**config.mk**
```make
export PLATFORM = sky130hd
export DESIGN_NAME = line_edit_discipline_core
export DESIGN_NICKNAME = d
export VERILOG_FILES = /design/src/lde_pkg.sv /design/src/line_edit_discipline_core.sv /design/src/lde_ram.sv /design/src/lde_ctrl.sv /design/src/lde_datapath.sv
export SDC_FILE = /design/constraint.sdc
export NUM_CORES = 1
export LEC_CHECK = 0
export BUFFER_PORTS_ARGS = -buffer_cell sky130_fd_sc_hd__buf_2
export CORE_MARGIN = 2
export CORE_UTILIZATION = 62
export DETAILED_ROUTE_END_ITERATION = 12
export GPL_ROUTABILITY_DRIVEN = 0
export PLACE_DENSITY = 0.8
export SLEW_MARGIN = 15
export SYNTH_ARGS = -nofsm -noshare
export SYNTH_HDL_FRONTEND = slang
export SYNTH_HIERARCHICAL = 1
export SYNTH_SLANG_ARGS = --single-unit
```
**constraint.sdc**
```tcl
create_clock -name aclk -period 5.31 [get_ports aclk]
set_input_delay 1.3275 -clock aclk [delete_from_list [all_inputs] [get_ports aclk]]
set_output_delay 1.3275 -clock aclk [all_outputs]
set_load 0.05 [all_outputs]
```
**src/lde_pkg.sv**
```systemverilog
package lde_pkg;

    localparam int unsigned LINE_DEPTH_DEF = 16;

    localparam int unsigned KEY_W       = 8;
    localparam int unsigned COL_W       = 3;
    localparam int unsigned CFG_IDX_W   = 2;
    localparam int unsigned S_TDATA_W   = 8;
    localparam int unsigned S_TUSER_W   = 2;
    localparam int unsigned M_TDATA_W   = 16;
    localparam int unsigned M_TUSER_W   = 3;

    // Configuration register indexes.
    localparam logic [CFG_IDX_W-1:0] REG_LINE_EDITING = 2'd0;
    localparam logic [CFG_IDX_W-1:0] REG_LOCAL_ECHO   = 2'd1;
    localparam logic [CFG_IDX_W-1:0] REG_UTF8_MODE    = 2'd2;

    // Key codes, with the special-key flag as bit 8.
    localparam logic [8:0] KEY_BS_SPECIAL  = 9'h108;
    localparam logic [8:0] KEY_DEL_SPECIAL = 9'h17F;
    localparam logic [8:0] KEY_WERASE      = 9'h017;
    localparam logic [8:0] KEY_KILL        = 9'h015;
    localparam logic [8:0] KEY_INTR        = 9'h003;
    localparam logic [8:0] KEY_QUIT        = 9'h01C;
    localparam logic [8:0] KEY_SUSP        = 9'h01A;
    localparam logic [8:0] KEY_REDRAW      = 9'h012;
    localparam logic [8:0] KEY_LNEXT       = 9'h016;
    localparam logic [8:0] KEY_EOF         = 9'h004;
    localparam logic [8:0] KEY_ENTER       = 9'h10D;
    localparam logic [8:0] KEY_CR          = 9'h00D;

    // Byte ranges and fixed output values.
    localparam logic [7:0] PRINT_MIN    = 8'h20;
    localparam logic [7:0] PRINT_MAX    = 8'h7E;
    localparam logic [7:0] DEL_CHAR     = 8'h7F;
    localparam logic [7:0] HIGH_MIN     = 8'h80;
    localparam logic [7:0] LATIN_MIN    = 8'hA0;
    localparam logic [7:0] UTF8_LEAD    = 8'hC0;
    localparam logic [7:0] CARET_OFFSET = 8'h40;
    localparam logic [7:0] CHAR_QMARK   = 8'h3F;
    localparam logic [7:0] CHAR_R       = 8'h52;
    localparam logic [7:0] CHAR_CR      = 8'h0D;
    localparam logic [7:0] CHAR_SPACE   = 8'h20;
    localparam logic [7:0] CHAR_TAB     = 8'h09;

    typedef enum logic [2:0] {
        ACT_CHILD  = 3'd0,
        ACT_RAW    = 3'd1,
        ACT_CARET  = 3'd2,
        ACT_HEX    = 3'd3,
        ACT_ERASE  = 3'd4,
        ACT_CRLF   = 3'd5,
        ACT_HEADER = 3'd6,
        ACT_DROP   = 3'd7
    } action_t;

    // What an accepted key asks for.
    typedef enum logic [3:0] {
        OP_PASS   = 4'd0,
        OP_CHAR   = 4'd1,
        OP_WORD   = 4'd2,
        OP_KILL   = 4'd3,
        OP_REDRAW = 4'd4,
        OP_QUOTE  = 4'd5,
        OP_EOF    = 4'd6,
        OP_ENTER  = 4'd7,
        OP_ORD    = 4'd8
    } op_t;

    // Which result the datapath builds when told to emit.
    typedef enum logic [3:0] {
        EM_CHILD_RD  = 4'd0,
        EM_CHILD_KEY = 4'd1,
        EM_CHILD_CR  = 4'd2,
        EM_ECHO_RD   = 4'd3,
        EM_ECHO_KEY  = 4'd4,
        EM_RAW_KEY   = 4'd5,
        EM_ERASE     = 4'd6,
        EM_CRLF      = 4'd7,
        EM_HEADER    = 4'd8,
        EM_DROP      = 4'd9
    } emit_t;

    typedef struct packed {
        logic  emit;
        emit_t kind;
        logic  load_key;
        logic  ptr_zero;
        logic  ptr_inc;
        logic  ptr_top;
        logic  drop;
        logic  save_prev;
        logic  clear_fill;
        logic  store;
        logic  set_quote;
        logic  clr_quote;
        logic  flush_hold;
    } lde_cmd_t;

    typedef struct packed {
        op_t  op;
        logic echo;
        logic fill_zero;
        logic full;
        logic ptr_last;
        logic rd_width_nz;
        logic stop_char;
        logic stop_word;
        logic emit_ok;
        logic out_free;
        logic hold_valid;
    } lde_status_t;

    function automatic op_t key_op(input logic [7:0] key, input logic special,
                                   input logic inter, input logic quote,
                                   input logic editing);
        logic [8:0] c;
        op_t        op;
        c = {special, key};
        if (!inter && c == KEY_CR) begin
            c = KEY_ENTER;
        end
        if (!editing) begin
            op = OP_PASS;
        end else if (quote) begin
            op = OP_ORD;
        end else begin
            unique case (c)
                KEY_BS_SPECIAL, KEY_DEL_SPECIAL:         op = OP_CHAR;
                KEY_WERASE:                              op = OP_WORD;
                KEY_KILL, KEY_INTR, KEY_QUIT, KEY_SUSP:  op = OP_KILL;
                KEY_REDRAW:                              op = OP_REDRAW;
                KEY_LNEXT:                               op = OP_QUOTE;
                KEY_EOF:                                 op = OP_EOF;
                KEY_ENTER:                               op = OP_ENTER;
                default:                                 op = OP_ORD;
            endcase
        end
        return op;
    endfunction

    // Screen columns taken by a buffered byte.
    function automatic logic [COL_W-1:0] width_of(input logic [7:0] c, input logic utf8);
        logic [COL_W-1:0] w;
        if ((c >= PRINT_MIN && c <= PRINT_MAX) || (c >= LATIN_MIN && !utf8)) begin
            w = 3'd1;
        end else if (c < HIGH_MIN) begin
            w = 3'd2;
        end else if (utf8 && c >= UTF8_LEAD) begin
            w = 3'd1;
        end else if (utf8) begin
            w = 3'd0;
        end else begin
            w = 3'd4;
        end
        return w;
    endfunction

    function automatic action_t echo_act(input logic [7:0] c, input logic utf8);
        action_t a;
        if ((c >= PRINT_MIN && c <= PRINT_MAX) || (!utf8 && c >= LATIN_MIN)
                || (utf8 && c >= HIGH_MIN)) begin
            a = ACT_RAW;
        end else if (c < HIGH_MIN) begin
            a = ACT_CARET;
        end else begin
            a = ACT_HEX;
        end
        return a;
    endfunction

    function automatic logic [7:0] echo_val(input logic [7:0] c, input logic utf8);
        logic [7:0] v;
        if (echo_act(c, utf8) == ACT_CARET) begin
            v = (c == DEL_CHAR) ? CHAR_QMARK : c + CARET_OFFSET;
        end else begin
            v = c;
        end
        return v;
    endfunction

    function automatic logic starts_char(input logic [7:0] c, input logic utf8);
        return !utf8 || c < HIGH_MIN || c >= UTF8_LEAD;
    endfunction

    function automatic logic is_space(input logic [7:0] c);
        return c == CHAR_SPACE || (c >= CHAR_TAB && c <= CHAR_CR);
    endfunction

endpackage

```
**src/line_edit_discipline_core.sv**
```systemverilog
// Channel   Direction  Handshake             Word contents
// s_        in         s_tvalid / s_tready   tdata: key byte; tuser: special, interactive
// m_        out        m_tvalid / m_tready   tdata: value, columns; tuser: action; tlast
// cfg_      in         cfg_wr_en only        index 0 editing, 1 echo, 2 utf8
//
// A line send, erase or redraw steps through the buffered bytes one at a time;
// a full line holds 16 bytes.
// Unless stalled, the line store is read one entry per cycle through its single read port.
// Reset clears fill level, quote flag and configuration; store contents are not cleared.
// Each result word is held one stage so the final one can carry tlast; a stalled
// m_tready freezes the sequencer, and no new key is taken until the final word of
// the current key has moved into the output register.
module line_edit_discipline_core #(
    parameter int unsigned LINE_DEPTH = lde_pkg::LINE_DEPTH_DEF
) (
    input  logic                           aclk,
    input  logic                           aresetn,
    input  logic                           cfg_wr_en,
    input  logic [lde_pkg::CFG_IDX_W-1:0]  cfg_index,
    input  logic                           cfg_wr_data,
    input  logic                           s_tvalid,
    output logic                           s_tready,
    input  logic [lde_pkg::S_TDATA_W-1:0]  s_tdata,  // [7:0] key_byte
    input  logic [lde_pkg::S_TUSER_W-1:0]  s_tuser,  // [0] special_key, [1] interactive
    output logic                           m_tvalid,
    input  logic                           m_tready,
    output logic [lde_pkg::M_TDATA_W-1:0]  m_tdata,  // [7:0] value, [10:8] columns
    output logic [lde_pkg::M_TUSER_W-1:0]  m_tuser,  // [2:0] action
    output logic                           m_tlast
);
    import lde_pkg::*;

    lde_cmd_t    cmd;
    lde_status_t st;

    lde_ctrl u_ctrl (
        .aclk     (aclk),
        .aresetn  (aresetn),
        .s_tvalid (s_tvalid),
        .s_tready (s_tready),
        .st       (st),
        .cmd      (cmd)
    );

    lde_datapath #(
        .LINE_DEPTH (LINE_DEPTH)
    ) u_datapath (
        .aclk        (aclk),
        .aresetn     (aresetn),
        .cfg_wr_en   (cfg_wr_en),
        .cfg_index   (cfg_index),
        .cfg_wr_data (cfg_wr_data),
        .s_tdata     (s_tdata),
        .s_tuser     (s_tuser),
        .m_tvalid    (m_tvalid),
        .m_tready    (m_tready),
        .m_tdata     (m_tdata),
        .m_tuser     (m_tuser),
        .m_tlast     (m_tlast),
        .cmd         (cmd),
        .st          (st)
    );

endmodule

```
**src/lde_ram.sv**
```systemverilog
module lde_ram #(
    parameter int unsigned WIDTH = 8,
    parameter int unsigned DEPTH = 16
) (
    input  logic                     aclk,
    input  logic                     wr_en,
    input  logic [$clog2(DEPTH)-1:0] wr_addr,
    input  logic [WIDTH-1:0]         wr_data,
    input  logic [$clog2(DEPTH)-1:0] rd_addr,
    output logic [WIDTH-1:0]         rd_data
);

    logic [WIDTH-1:0] mem_reg [DEPTH];
    logic [WIDTH-1:0] rd_data_reg;

    always_ff @(posedge aclk) begin
        if (wr_en) begin
            mem_reg[wr_addr] <= wr_data;
        end
        rd_data_reg <= mem_reg[rd_addr];
    end

    assign rd_data = rd_data_reg;

endmodule

```
**src/lde_ctrl.sv**
```systemverilog
module lde_ctrl (
    input  logic                aclk,
    input  logic                aresetn,
    input  logic                s_tvalid,
    output logic                s_tready,
    input  lde_pkg::lde_status_t st,
    output lde_pkg::lde_cmd_t    cmd
);
    import lde_pkg::*;

    typedef enum logic [13:0] {
        S_IDLE       = 14'h0001,
        S_DECODE     = 14'h0002,
        S_SEND       = 14'h0004,
        S_ERASE      = 14'h0008,
        S_CR         = 14'h0010,
        S_CRLF       = 14'h0020,
        S_HDR        = 14'h0040,
        S_REDRAW     = 14'h0080,
        S_PASS_ECHO  = 14'h0100,
        S_PASS_CHILD = 14'h0200,
        S_STORE      = 14'h0400,
        S_ECHO_KEY   = 14'h0800,
        S_DROPPED    = 14'h1000,
        S_FINISH     = 14'h2000
    } state_t;

    state_t state_reg, state_next;
    op_t    op_reg, op_next;
    logic   first_reg, first_next;

    logic want;
    logic go;
    logic stop;
    logic mode_stop;

    always_comb begin
        case (op_reg)
            OP_CHAR: mode_stop = st.stop_char;
            OP_WORD: mode_stop = st.stop_word;
            default: mode_stop = 1'b0;
        endcase
        stop = st.fill_zero || (!first_reg && mode_stop);
    end

    always_comb begin
        cmd        = '0;
        state_next = state_reg;
        op_next    = op_reg;
        first_next = first_reg;
        s_tready   = 1'b0;
        want       = 1'b0;

        // A result can only be taken when the hold stage can make room.
        unique case (state_reg)
            S_SEND:       want = 1'b1;
            S_CR:         want = 1'b1;
            S_CRLF:       want = 1'b1;
            S_HDR:        want = 1'b1;
            S_REDRAW:     want = 1'b1;
            S_PASS_CHILD: want = 1'b1;
            S_ECHO_KEY:   want = 1'b1;
            S_DROPPED:    want = 1'b1;
            S_PASS_ECHO:  want = st.echo;
            S_ERASE:      want = !stop && (op_reg == OP_PASS || st.echo) && st.rd_width_nz;
            default:      want = 1'b0;
        endcase
        go = !want || st.emit_ok;
        cmd.emit = want && go;

        unique case (state_reg)
            S_IDLE: begin
                s_tready = 1'b1;
                if (s_tvalid) begin
                    cmd.load_key = 1'b1;
                    state_next   = S_DECODE;
                end
            end
            S_DECODE: begin
                op_next = st.op;
                unique case (st.op)
                    OP_PASS: begin
                        if (st.fill_zero) begin
                            state_next = S_PASS_ECHO;
                        end else begin
                            cmd.ptr_zero = 1'b1;
                            state_next   = S_SEND;
                        end
                    end
                    OP_CHAR, OP_WORD, OP_KILL: begin
                        cmd.ptr_top = 1'b1;
                        first_next  = 1'b1;
                        state_next  = S_ERASE;
                    end
                    OP_REDRAW: state_next = st.echo ? S_HDR : S_FINISH;
                    OP_QUOTE: begin
                        cmd.set_quote = 1'b1;
                        state_next    = S_FINISH;
                    end
                    OP_EOF: begin
                        if (st.fill_zero) begin
                            state_next = S_FINISH;
                        end else begin
                            cmd.ptr_zero = 1'b1;
                            state_next   = S_SEND;
                        end
                    end
                    OP_ENTER: begin
                        if (st.fill_zero) begin
                            state_next = S_CR;
                        end else begin
                            cmd.ptr_zero = 1'b1;
                            state_next   = S_SEND;
                        end
                    end
                    default: state_next = st.full ? S_DROPPED : S_STORE;
                endcase
            end
            S_SEND: begin
                cmd.kind = EM_CHILD_RD;
                if (go) begin
                    if (st.ptr_last) begin
                        case (op_reg)
                            OP_PASS: begin
                                // The flushed line is then wiped from the screen.
                                cmd.ptr_top = 1'b1;
                                first_next  = 1'b1;
                                state_next  = S_ERASE;
                            end
                            OP_ENTER: begin
                                cmd.clear_fill = 1'b1;
                                state_next     = st.echo ? S_CRLF : S_FINISH;
                            end
                            default: begin
                                cmd.clear_fill = 1'b1;
                                state_next     = S_FINISH;
                            end
                        endcase
                    end else begin
                        cmd.ptr_inc = 1'b1;
                    end
                end
            end
            S_ERASE: begin
                cmd.kind = EM_ERASE;
                if (stop) begin
                    state_next = (op_reg == OP_PASS) ? S_PASS_ECHO : S_FINISH;
                end else if (go) begin
                    cmd.drop      = 1'b1;
                    cmd.save_prev = 1'b1;
                    first_next    = 1'b0;
                end
            end
            S_CR: begin
                cmd.kind = EM_CHILD_CR;
                if (go) begin
                    state_next = st.echo ? S_CRLF : S_FINISH;
                end
            end
            S_CRLF: begin
                cmd.kind = EM_CRLF;
                if (go) begin
                    state_next = S_FINISH;
                end
            end
            S_HDR: begin
                cmd.kind = EM_HEADER;
                if (go) begin
                    cmd.ptr_zero = 1'b1;
                    state_next   = st.fill_zero ? S_FINISH : S_REDRAW;
                end
            end
            S_REDRAW: begin
                cmd.kind = EM_ECHO_RD;
                if (go) begin
                    if (st.ptr_last) begin
                        state_next = S_FINISH;
                    end else begin
                        cmd.ptr_inc = 1'b1;
                    end
                end
            end
            S_PASS_ECHO: begin
                cmd.kind = EM_RAW_KEY;
                if (go) begin
                    state_next = S_PASS_CHILD;
                end
            end
            S_PASS_CHILD: begin
                cmd.kind = EM_CHILD_KEY;
                if (go) begin
                    state_next = S_FINISH;
                end
            end
            S_STORE: begin
                cmd.store     = 1'b1;
                cmd.clr_quote = 1'b1;
                state_next    = st.echo ? S_ECHO_KEY : S_FINISH;
            end
            S_ECHO_KEY: begin
                cmd.kind = EM_ECHO_KEY;
                if (go) begin
                    state_next = S_FINISH;
                end
            end
            S_DROPPED: begin
                cmd.kind = EM_DROP;
                if (go) begin
                    cmd.clr_quote = 1'b1;
                    state_next    = S_FINISH;
                end
            end
            S_FINISH: begin
                // The held result is the final one of this key; mark it last.
                if (!st.hold_valid) begin
                    state_next = S_IDLE;
                end else if (st.out_free) begin
                    cmd.flush_hold = 1'b1;
                    state_next     = S_IDLE;
                end
            end
            default: state_next = S_IDLE;
        endcase
    end

    always_ff @(posedge aclk) begin
        if (!aresetn) begin
            state_reg <= S_IDLE;
            op_reg    <= OP_PASS;
            first_reg <= 1'b0;
        end else begin
            state_reg <= state_next;
            op_reg    <= op_next;
            first_reg <= first_next;
        end
    end

endmodule

```
**src/lde_datapath.sv**
```systemverilog
module lde_datapath #(
    parameter int unsigned LINE_DEPTH = lde_pkg::LINE_DEPTH_DEF
) (
    input  logic                               aclk,
    input  logic                               aresetn,
    input  logic                               cfg_wr_en,
    input  logic [lde_pkg::CFG_IDX_W-1:0]      cfg_index,
    input  logic                               cfg_wr_data,
    input  logic [lde_pkg::S_TDATA_W-1:0]      s_tdata,
    input  logic [lde_pkg::S_TUSER_W-1:0]      s_tuser,
    output logic                               m_tvalid,
    input  logic                               m_tready,
    output logic [lde_pkg::M_TDATA_W-1:0]      m_tdata,
    output logic [lde_pkg::M_TUSER_W-1:0]      m_tuser,
    output logic                               m_tlast,
    input  lde_pkg::lde_cmd_t                  cmd,
    output lde_pkg::lde_status_t               st
);
    import lde_pkg::*;

    localparam int unsigned ADDR_W = $clog2(LINE_DEPTH);
    localparam int unsigned FILL_W = $clog2(LINE_DEPTH + 1);
    localparam logic [FILL_W-1:0] FILL_MAX = FILL_W'(LINE_DEPTH);

    logic line_editing_reg, local_echo_reg, utf8_mode_reg;
    logic [KEY_W-1:0] key_reg;
    logic special_reg, inter_reg;
    logic quote_reg;
    logic [FILL_W-1:0] fill_reg, fill_next;
    logic [ADDR_W-1:0] ptr_reg, ptr_next;
    logic [KEY_W-1:0]  prev_reg;
    logic [KEY_W-1:0]  rd_data;
    logic [FILL_W-1:0] fill_m1;

    logic             hold_valid_reg;
    action_t          hold_act_reg;
    logic [KEY_W-1:0] hold_val_reg;
    logic [COL_W-1:0] hold_cols_reg;
    logic             out_valid_reg;
    action_t          out_act_reg;
    logic [KEY_W-1:0] out_val_reg;
    logic [COL_W-1:0] out_cols_reg;
    logic             out_last_reg;
    logic             out_free;

    action_t          new_act;
    logic [KEY_W-1:0] new_val;
    logic [COL_W-1:0] new_cols;

    assign fill_m1  = fill_reg - FILL_W'(1);
    assign out_free = !out_valid_reg || m_tready;

    always_comb begin
        st.op          = key_op(key_reg, special_reg, inter_reg, quote_reg, line_editing_reg);
        st.echo        = local_echo_reg;
        st.fill_zero   = fill_reg == '0;
        st.full        = fill_reg == FILL_MAX;
        st.ptr_last    = FILL_W'(ptr_reg) == fill_m1;
        st.rd_width_nz = width_of(rd_data, utf8_mode_reg) != '0;
        st.stop_char   = starts_char(prev_reg, utf8_mode_reg);
        st.stop_word   = is_space(rd_data) && !is_space(prev_reg);
        st.emit_ok     = !hold_valid_reg || out_free;
        st.out_free    = out_free;
        st.hold_valid  = hold_valid_reg;
    end

    // Read address follows the pointer's next value, so rd_data always
    // shows the entry at ptr_reg.
    always_comb begin
        ptr_next = ptr_reg;
        if (cmd.ptr_zero) begin
            ptr_next = '0;
        end else if (cmd.ptr_inc) begin
            ptr_next = ptr_reg + ADDR_W'(1);
        end else if (cmd.ptr_top) begin
            ptr_next = fill_m1[ADDR_W-1:0];
        end else if (cmd.drop) begin
            ptr_next = (fill_reg == FILL_W'(1)) ? '0 : fill_m1[ADDR_W-1:0] - ADDR_W'(1);
        end
    end

    always_comb begin
        fill_next = fill_reg;
        if (cmd.clear_fill) begin
            fill_next = '0;
        end else if (cmd.drop) begin
            fill_next = fill_m1;
        end else if (cmd.store) begin
            fill_next = fill_reg + FILL_W'(1);
        end
    end

    lde_ram #(
        .WIDTH (KEY_W),
        .DEPTH (LINE_DEPTH)
    ) u_line_ram (
        .aclk    (aclk),
        .wr_en   (cmd.store),
        .wr_addr (fill_reg[ADDR_W-1:0]),
        .wr_data (key_reg),
        .rd_addr (ptr_next),
        .rd_data (rd_data)
    );

    always_comb begin
        new_act  = ACT_CHILD;
        new_val  = '0;
        new_cols = '0;
        unique case (cmd.kind)
            EM_CHILD_RD:  new_val = rd_data;
            EM_CHILD_KEY: new_val = key_reg;
            EM_CHILD_CR:  new_val = CHAR_CR;
            EM_ECHO_RD: begin
                new_act = echo_act(rd_data, utf8_mode_reg);
                new_val = echo_val(rd_data, utf8_mode_reg);
            end
            EM_ECHO_KEY: begin
                new_act = echo_act(key_reg, utf8_mode_reg);
                new_val = echo_val(key_reg, utf8_mode_reg);
            end
            EM_RAW_KEY: begin
                new_act = ACT_RAW;
                new_val = key_reg;
            end
            EM_ERASE: begin
                new_act  = ACT_ERASE;
                new_cols = width_of(rd_data, utf8_mode_reg);
            end
            EM_CRLF:      new_act = ACT_CRLF;
            EM_HEADER: begin
                new_act = ACT_HEADER;
                new_val = CHAR_R;
            end
            EM_DROP: begin
                new_act = ACT_DROP;
                new_val = key_reg;
            end
            default: new_act = ACT_CHILD;
        endcase
    end

    // Control state.
    always_ff @(posedge aclk) begin
        if (!aresetn) begin
            line_editing_reg <= 1'b0;
            local_echo_reg   <= 1'b0;
            utf8_mode_reg    <= 1'b0;
            fill_reg         <= '0;
            quote_reg        <= 1'b0;
            ptr_reg          <= '0;
            hold_valid_reg   <= 1'b0;
            out_valid_reg    <= 1'b0;
        end else begin
            if (cfg_wr_en) begin
                unique case (cfg_index)
                    REG_LINE_EDITING: line_editing_reg <= cfg_wr_data;
                    REG_LOCAL_ECHO:   local_echo_reg   <= cfg_wr_data;
                    REG_UTF8_MODE:    utf8_mode_reg    <= cfg_wr_data;
                    default: ;
                endcase
            end
            fill_reg <= fill_next;
            ptr_reg  <= ptr_next;
            if (cmd.set_quote) begin
                quote_reg <= 1'b1;
            end else if (cmd.clr_quote) begin
                quote_reg <= 1'b0;
            end

            if (cmd.emit) begin
                hold_valid_reg <= 1'b1;
            end else if (cmd.flush_hold) begin
                hold_valid_reg <= 1'b0;
            end

            if ((cmd.emit && hold_valid_reg) || cmd.flush_hold) begin
                out_valid_reg <= 1'b1;
            end else if (m_tready) begin
                out_valid_reg <= 1'b0;
            end
        end
    end

    // Payload.
    always_ff @(posedge aclk) begin
        if (cmd.load_key) begin
            key_reg     <= s_tdata[KEY_W-1:0];
            special_reg <= s_tuser[0];
            inter_reg   <= s_tuser[1];
        end
        if (cmd.save_prev) begin
            prev_reg <= rd_data;
        end
        if (cmd.emit) begin
            hold_act_reg  <= new_act;
            hold_val_reg  <= new_val;
            hold_cols_reg <= new_cols;
        end
        if ((cmd.emit && hold_valid_reg) || cmd.flush_hold) begin
            out_act_reg  <= hold_act_reg;
            out_val_reg  <= hold_val_reg;
            out_cols_reg <= hold_cols_reg;
            out_last_reg <= cmd.flush_hold;
        end
    end

    assign m_tvalid = out_valid_reg;
    assign m_tdata  = {{(M_TDATA_W - KEY_W - COL_W){1'b0}}, out_cols_reg, out_val_reg};
    assign m_tuser  = out_act_reg;
    assign m_tlast  = out_last_reg;

    a_fill_bound: assert property (@(posedge aclk) disable iff (!aresetn)
        fill_reg <= FILL_MAX)
        else $error("line fill level beyond depth");

    a_emit_room: assert property (@(posedge aclk) disable iff (!aresetn)
        cmd.emit && hold_valid_reg |-> out_free)
        else $error("result emitted while output stage blocked");

    a_store_room: assert property (@(posedge aclk) disable iff (!aresetn)
        cmd.store |-> fill_reg != FILL_MAX)
        else $error("store into full line");

    a_drop_nonempty: assert property (@(posedge aclk) disable iff (!aresetn)
        cmd.drop |-> fill_reg != '0)
        else $error("erase from empty line");

    a_flush_ok: assert property (@(posedge aclk) disable iff (!aresetn)
        cmd.flush_hold |-> hold_valid_reg && out_free && !cmd.emit)
        else $error("final word pushed without a held result or room");

endmodule
```
After elaboration in Yosys (flattened, before gate mapping). Memory sizes are Yosys's and may differ from the RTL's. A register that Yosys moved wholly into a read port is not among the register bits. Cells that the tools add are included.

Add/sub/neg operators: 6. Magnitude comparators: 17. Bitwise operators: 1. Reductions and logical operators: 62. Mux-type cells: 98. Equality and inequality tests: 71.

Operators by type and width (count): 14-bit 2-to-1 mux (18); 14-bit case mux with 11 select lines (1); 14-bit case mux with 6 select lines (1); 9-bit by 5-bit equality test with 1-bit output (second input constant) (6); 8-bit >= comparator (second input constant) (6); 8-bit case mux with 6 select lines (1); 1-bit 2-to-1 mux (37); 4-bit by 3-bit equality test with 1-bit output (second input constant) (9); 4-bit case mux with 9 select lines (1); 8-bit 2-to-1 mux (4); 4-bit 2-to-1 mux (7); 14-bit case mux with 2 select lines (1); 4-bit case mux with 7 select lines (1); 9-bit equality test (second input constant) (3); 8-bit less-than comparator (second input constant) (3); 3-bit 2-to-1 mux (8); 3-bit case mux with 7 select lines (1); 4-bit by 2-bit equality test with 1-bit output (second input constant) (5); 9-bit 2-to-1 mux (2); 2-bit by 1-bit inequality test with 1-bit output (second input constant) (9); 8-bit by 7-bit adder with 8-bit output (second input constant) (2); 8-bit by 6-bit equality test with 1-bit output (second input constant) (2); 8-bit by 7-bit equality test with 1-bit output (second input constant) (2); 8-bit by 4-bit >= comparator with 1-bit output (second input constant) (2); 55 further kinds (123).

RAM bits: 128. Register bits: 81. Output and inout port bits: 22. Memories: 1. Input bits: 18. Logic and storage cells: 278.

Memories: u_datapath.u_line_ram.mem_reg (words 16, width 8, read ports 1, clocked after memory_dff 1, wr ports 1, line lde_ram.sv:13) `logic [WIDTH-1:0] mem_reg [DEPTH];`.

Longest topological paths before layout. Gate-level depths: netlist of run 1.

Word-level depth: 21. Depth in mapped cells: 22. Mapped depth without buffers: 19.

Cells and area by module. Netlist of run 1, hierarchy kept.

By module, submodules not included: lde_ram (sequential area each 4003.8 um2, area an instance 5147.4 um2, instances 1, cells each 229); lde_datapath (sequential area each 1711.6 um2, area an instance 3649.8 um2, instances 1, cells each 368); lde_ctrl (sequential area each 380.4 um2, area an instance 1470.2 um2, instances 1, cells each 203).

Worst setup path before layout of run 1. OpenSTA, ideal clock, no wires.

Path kind: reg2reg. Start point: register u_datapath.fill_reg[0]. End point: register u_datapath.u_line_ram.rd_data_reg[1], in the netlist u_datapath/u_line_ram/rd_data[1], read port of u_datapath.u_line_ram.mem_reg. Library setup time: 0.120 ns. Stages on the path, launching flop included: 21. Clock period less this slack: 4.824 ns. Arrival: 4.705 ns. Required time: 5.190 ns. Buffers on the path: 5. Setup slack: 0.486 ns. Path through: dfxtp_1 clkbuf_1 inv_1 ha_1 nand2_1 nor2_1 or4_1 nor4_1 nand2_1 nor2_1 buf_4 clkbuf_1 nand3_1 a22oi_1 nor2_1 a211oi_1 buf_6 buf_6 mux4_1 a22oi_1 nand2_1.

RTL lines: from (decl) (line lde_datapath.sv:29) `logic [FILL_W-1:0] fill_reg, fill_next;`; from (signal assigned) (line lde_datapath.sv:162) `fill_reg <= fill_next;`; to (decl) (line lde_ram.sv:14) `logic [WIDTH-1:0] rd_data_reg;`.

==> metrics, run 1 <==
n_diodes 0; status completed; HP Class register to register; Seq cells post-synth 217; die span in x 133 um; HPWL Detailed ~16,000 um; CP most frequent cell a22oi_1; vias after detailed routing approximately 7,200; final number of hold-violating endpoints 0; antenna viol nets, final 0; slew margin rel. 36.1%; Synth Instances 800; Max Cap Viol 0; clock sink count 217; CP max FO 32; clk_lat worst skew around 0.52 ns; period utilization 94.4%; CP Data Required Time roughly 5.7 ns; iteration-0 DRC count of the detailed router 1,193; clock tree buffer depth 3; Worst Skew approximately 0.011 ns; # fillers 1,055; RSZ-0062 raised after global routing false; top post-synthesis cells by area edfxtp_1 51%, dfxtp_1 8.2%, mux4_2 3.9%, mux4_1 3.6%, nor2_1 2.3%; CTS tree done; Vias per Instance 6.70; first-pass GRT wire length 36,900 um; Pleak 0.00386 uW; clk root buf clkbuf_16; DRC viols 0; Core Area about 16,000 um^2; Die Area roughly 18,000 um^2; GR peak layer met2; Post-synth ARST share 0%; io pins 40; maximum vdd drop 288 uV; Post-synth EDFFs around 180; YS warnings 6; CP Cell Sequence nor3_2 > a22oi_1 > o22a_1 > nor4_1 > nand3b_1 > a2111o_1 > a41oi_1 > a21o_1 > a21oi_4 > or3_1 > nand2_1 > a21oi_1 > a22oi_1 > nor2_1 > a211oi_4 > buf_12 > mux4_1 > a22oi_1 > nand2_1; area of the multi-input gates between 3000 and 4000 um^2; Worst-Margin Slew around 0.96 ns; Netlist cell types 81; DRT Wirelength 23,500 um; wire per inst 21.8 um; CP max stage cell mux4_1; ratio of cells with drive above 1 in the final layout 16.6%; TNS Setup 0 ns; Crit. Startpoint u_datapath/u_line_ram/rd_data[0]; initial antenna violation count 0; Clock transition at path regs 0.07 ns; final setup fails 0; Overflow after GRT 0; vias in the first global route 6,919; Layout Area Growth over Synthesis 11.8%; CP arrival around 5.4 ns; Rows 47; htree depth 1; met2 Usage GRT 43.6%; FF/Latch Area 6100 um^2; Pre-antenna DRT Iters 6; GR met1 Demand/Resource 36.9%; CP Capture Type register; CTS buffer count 23; grt met3 use ~4%; post-synth top area cell edfxtp_1; Netlist Area Pre-Place 10,300 um^2; r2r worst-path depth 19; Main synth FF type edfxtp_1; Placed Cells 1,037; Initial Utilization 62.6%; Post-Syn Area per Cell 12.8 um^2; Power, Total 3700 uW; crit path time final 5.01 ns; critical path's largest stage delay 0.64 ns; max-slew violations 0; Die H between 100 and 150 um; largest net degree at the start of global routing 33; crit path capture u_datapath/u_line_ram/rd_data[3]; crit start category register; Final Core Density 70.0%; worst setup path category register to register; f_max between 150 and 200 MHz; non-filler cells, final 1,079; Power Density between 300 and 400 nW/um^2; Largest register FFs roughly 130; reg2reg end u_datapath/u_line_ram/rd_data[3]; All-Layer GR Usage between 20% and 30%; worst r2r src u_datapath/u_line_ram/rd_data[0]; sequential fraction of the synthesis area 59.4%; Yosys top cell area share 51.2%; port buffer count 34; setup slack, reg-to-reg 0.30 ns; nets 875
==> worst min-delay path by stage <==
stage	startpoint	to	depth (start not counted)
2_1_floorplan	u_datapath/hold_act_reg[0]	u_datapath/m_tuser[0]	0
3_3_place_gp	u_datapath/hold_val_reg[7]	u_datapath/out_val_reg[7]	0
3_5_place_dp	u_datapath/hold_cols_reg[2]	u_datapath/out_cols_reg[2]	0
4_1_cts	u_datapath/hold_cols_reg[2]	u_datapath/out_cols_reg[2]	0
5_1_grt	u_datapath/hold_val_reg[3]	u_datapath/out_val_reg[3]	0
6_report	u_datapath/hold_cols_reg[2]	u_datapath/out_cols_reg[2]	0
==> per-stage QoR <==
step	cell area, um^2	worst slack [ns]	hold WS [ns]
2_1_floorplan	10300	0.486	0.400
3_3_place_gp	10700	0.436	0.401
3_5_place_dp	10700	0.247	0.406
4_1_cts	11500	0.228	0.420
5_1_grt	11500	0.0450	0.430
6_report	11500	0.298	0.419
==> placed cells by master (no fill, tap or decap), types with 6 or more instances in the layout <==
cell type | netlist | final
buf_4 | 13 | 31
clkbuf_16 | 0 | 23
inv_1 | 18 | 18
or3_1 | 6 | 6
buf_2 | 7 | 34
a21oi_1 | 36 | 36
mux2i_1 | 8 | 8
nand2b_1 | 10 | 10
nand4_1 | 10 | 10
nor2b_1 | 18 | 18
a211oi_1 | 7 | 6
dfxtp_1 | 42 | 42
and2_1 | 6 | 6
a31oi_1 | 10 | 10
nand3b_1 | 15 | 15
nand3_1 | 23 | 23
mux4_2 | 18 | 18
o21ai_0 | 20 | 20
xnor2_1 | 12 | 12
ha_1 | 15 | 15
nand2_1 | 58 | 58
o21a_1 | 6 | 6
a22oi_1 | 23 | 23
mux4_1 | 14 | 14
edfxtp_1 | 175 | 175
nor3_1 | 23 | 22
nor4_1 | 11 | 10
nor4b_1 | 11 | 11
nor2_1 | 64 | 63
xor2_1 | 6 | 6
clkinv_2 | 0 | 7
==> worst max-delay path, delay by kind of cell (launching register included) <==
kind | cells | cell delay (ns)
compound gates | 10 | 2.12
flops | 1 | 0.37
simple gates | 7 | 1.47
buf+inv | 1 | 0.29
mux | 1 | 0.64
==> layer usage <==
layer	vias to the layer above	share of wire, %
met4	0	3.1
met1	3496	39
met3	74	9.9
met2	472	48
li1	3186	-
met5	-	0
==> cell usage after synthesis (all sizes together), types with 12 or more instances <==
master,n
ha,15
nor4,12
dfxtp,42
buf,24
a22oi,23
nor2b,18
nor2,64
a21oi,37
nand3b,15
nor3,24
xnor2,12
nand2,58
mux4,32
clkbuf,26
edfxtp,175
o21ai,24
nand3,23
inv,18
==> kinds of logic after synthesis <==
logic type / Yosys count / share of synthesized area [%]
AND/OR/NAND/NOR: 282 / 14.7
flip-flops: 217 / 59.4
AO/OA/AOI/OAI: 155 / 10.4
buffers and inverters: 71 / 3.63
multiplexers: 41 / 8.46
XOR/XNOR: 18 / 1.54
adder cells (fa/ha/maj): 15 / 1.83
other: 1 / 0.0365
==> cell type report <==
class / instances / area share [%]
inverters: 18 / 0.588
clock inverters: 17 / 1.56
repair buffers: 66 / 3.68
flip-flops and latches: 217 / 53.1
clock buffers: 25 / 5.17
multi-input cells: 516 / 33.5
well taps: 220 / 2.40
==> report_power, final <==
part           switching (uW)  total, uW  internal (uW)
registers                35.5       1910           1870
logic                     137        197           60.6
clock network             675       1600            922
total                     847       3700           2850
==> what timing repair did <==
item | 4_1_cts | 5_1_grt
setup buffers | 0 | 0
gates resized for setup | 0 | 2
setup endpoints to repair | 0 | 7
hold buffers | 0 | 0
No activity file was read; power rests on OpenSTA's default activity.
==> run 2: changes to the inputs <==
--- a/config.mk
+++ b/config.mk
@@ -6,8 +6,8 @@
 export NUM_CORES = 1
 export LEC_CHECK = 0
 export BUFFER_PORTS_ARGS = -buffer_cell sky130_fd_sc_hd__buf_2
-export CORE_MARGIN = 2
 export CORE_UTILIZATION = 62
+export CTS_BUF_LIST = sky130_fd_sc_hd__clkbuf_16
 export DETAILED_ROUTE_END_ITERATION = 12
 export GPL_ROUTABILITY_DRIVEN = 0
 export PLACE_DENSITY = 0.8
==> run 2 against run 1 <==
  * Via count grew 0.44%
  * Critical endpoint unchanged
  * Largest power group unchanged
  * Clock skew grew 0.0026 ns
  * Critical path type unchanged
  * Critical path depth shrank 1
  * Combinational power grew 4%
  * Hold slack lost 0.0017 ns
  * Register-to-register slack lost 0.06 ns
  * Power shrank 1.7%
  * Global-route usage grew 2.5 points
  * Maximum frequency shrank 1.2%
  * Non-clock buffer count is the same
  * Final area shrank 0.23%
  * Die area shrank 3.0%
==> metrics, run 2 (same netlist as run 1, synthesis figures left out) <==
vias after detailed routing 7,260; Worst-Margin Slew 1.00 ns; max-slew violations 0; io pins 40; clk_lat worst skew 0.52 ns; Core Area roughly 16,000 um^2; Largest register FFs 128; initial antenna violation count 0; HP Class register to register; Power Density around 320 nW/um^2; CP Data Required Time 5.70 ns; HPWL Detailed 15,600 um; clock sink count about 220; n_diodes 0; Power, Total 3640 uW; ratio of cells with drive above 1 in the final layout 15.5%; clk root buf clkbuf_16; worst setup path category register to register; slew margin rel. between 30% and 40%; Overflow after GRT 0; Max Cap Viol 0; status completed; Rows 46; Post-CTS Setup Bufs 0; CP max FO 16; largest net degree at the start of global routing 33; f_max 197 MHz; first-pass GRT wire length about 37,000 um; non-filler cells, final between 1,000 and 1,500; port buffer count 34; period utilization between 90 and 100%; crit path time final 5.07 ns; wire per inst 22.5 um; htree depth 1; Worst Skew 0.0137 ns; final number of hold-violating endpoints 0; critical path's largest stage delay 0.60 ns; vias in the first global route 6,759; crit start category register; CP Cell Sequence inv_1 > ha_1 > nor4b_1 > a41o_1 > and4_1 > nor2b_1 > a32o_1 > nor2_1 > nand2_1 > nand2_1 > a21oi_1 > a22oi_1 > nor2_1 > a211oi_4 > clkbuf_16 > mux4_1 > a22oi_1 > nand2_1; CP arrival 5.46 ns; Placed Cells 1,032; CP max stage cell mux4_1; CP Capture Type register; Pre-antenna DRT Iters 6; Vias per Instance 6.77; DRC viols 0; Clock transition at path regs 0.06 ns; commonest non-fill, non-tap cell in the layout edfxtp_1; CP most frequent cell nand2_1; Die Area 17,100 um^2; antenna viol nets, final 0; die span in x roughly 130 um; maximum vdd drop 254 uV; CTS buffer count 22; iteration-0 DRC count of the detailed router roughly 1,100; Initial Utilization roughly 64%; Layout Area Growth over Synthesis 11.6%; Die H roughly 130 um; Pleak 0.00387 uW; CTS tree done; clock tree buffer depth 3; DRT Wirelength ~24,000 um; cts hold-fix bufs 0; final setup fails 0; nets roughly 900; All-Layer GR Usage 29.1%; most frequent cells in the layout 175 x edfxtp_1, 63 x nor2_1, 58 x nand2_1
## run 2: where the power goes
| group | switching [uW] | internal (uW) |
|---|---|---|
| registers | 33.5 | 1870 |
| clock network | 622 | 905 |
| logic | 143 | 61.4 |
| total | 799 | 2840 |
## run 2: path summary, 6_finish.rpt
| path | from | end | slack [ns] | cells after the start |
|---|---|---|---|---|
| setup / recovery | u_datapath/key_reg[6] | u_datapath/u_line_ram/rd_data[3] | 0.24 | 18 |
| hold / removal | u_datapath/hold_act_reg[2] | u_datapath/m_tuser[2] | 0.42 | 0 |
| setup reg to reg | u_datapath/key_reg[6] | u_datapath/u_line_ram/rd_data[3] | 0.24 | 18 |
| hold reg to reg | u_datapath/hold_act_reg[2] | u_datapath/m_tuser[2] | 0.42 | 0 |
## run 2: cell type report
| type | count | area, um^2 |
|---|---|---|
| Inverter | 18 | 67.6 |
| Timing Repair Buffer | 66 | 432 |
| Fill cell | 1044 | 4550 |
| Clock buffer | 22 | 551 |
| Tap cell | 216 | 270 |
| Multi-Input combinational cell | 516 | 3860 |
| Sequential cell | 217 | 6100 |
| Clock inverter | 18 | 183 |
## run 2: worst max-delay path: cells and delay by family (launching register included)
| kind | cells | cell delay (ns) |
|---|---|---|
| and+or+nand+nor | 8 | 1.71 |
| AOI/OAI and AO/OA | 6 | 1.41 |
| muxes | 1 | 0.60 |
| DFF | 1 | 0.52 |
| buffers and inverters | 2 | 0.49 |
| adders and majority gates | 1 | 0.20 |
## run 2: per-stage QoR
stage	hold WS (ns)	cell area [um^2]	setup WS [ns]	util [%]	TNS [ns]
after floorplan	0.400	10300	0.486	-	0
after global placement	0.401	10700	0.478	66.8	0
after detailed placement	0.405	10700	0.322	66.8	0
after CTS	0.418	11400	0.272	71.4	0
after global routing	0.422	11500	-0.0200	71.6	-0.0447
final	0.418	11500	0.240	71.6	0
## run 2: routing by layer
layer / wire [um] / share of wire [%] / up-vias / track usage (%)
met4: 958 / 4.0 / 0 / 10.3
met3: 2490 / 10 / 108 / 5.37
met2: 11300 / 47 / 529 / 47.0
met1: 9370 / 39 / 3449 / 40.1
li1: - / - / 3174 / -
met5: 0 / 0 / - / 0
## run 2: repair_timing
action	4_1_cts	5_1_grt
endpoints found under the setup margin	0	8
resized for setup	0	5
hold endpoints to repair	0	0
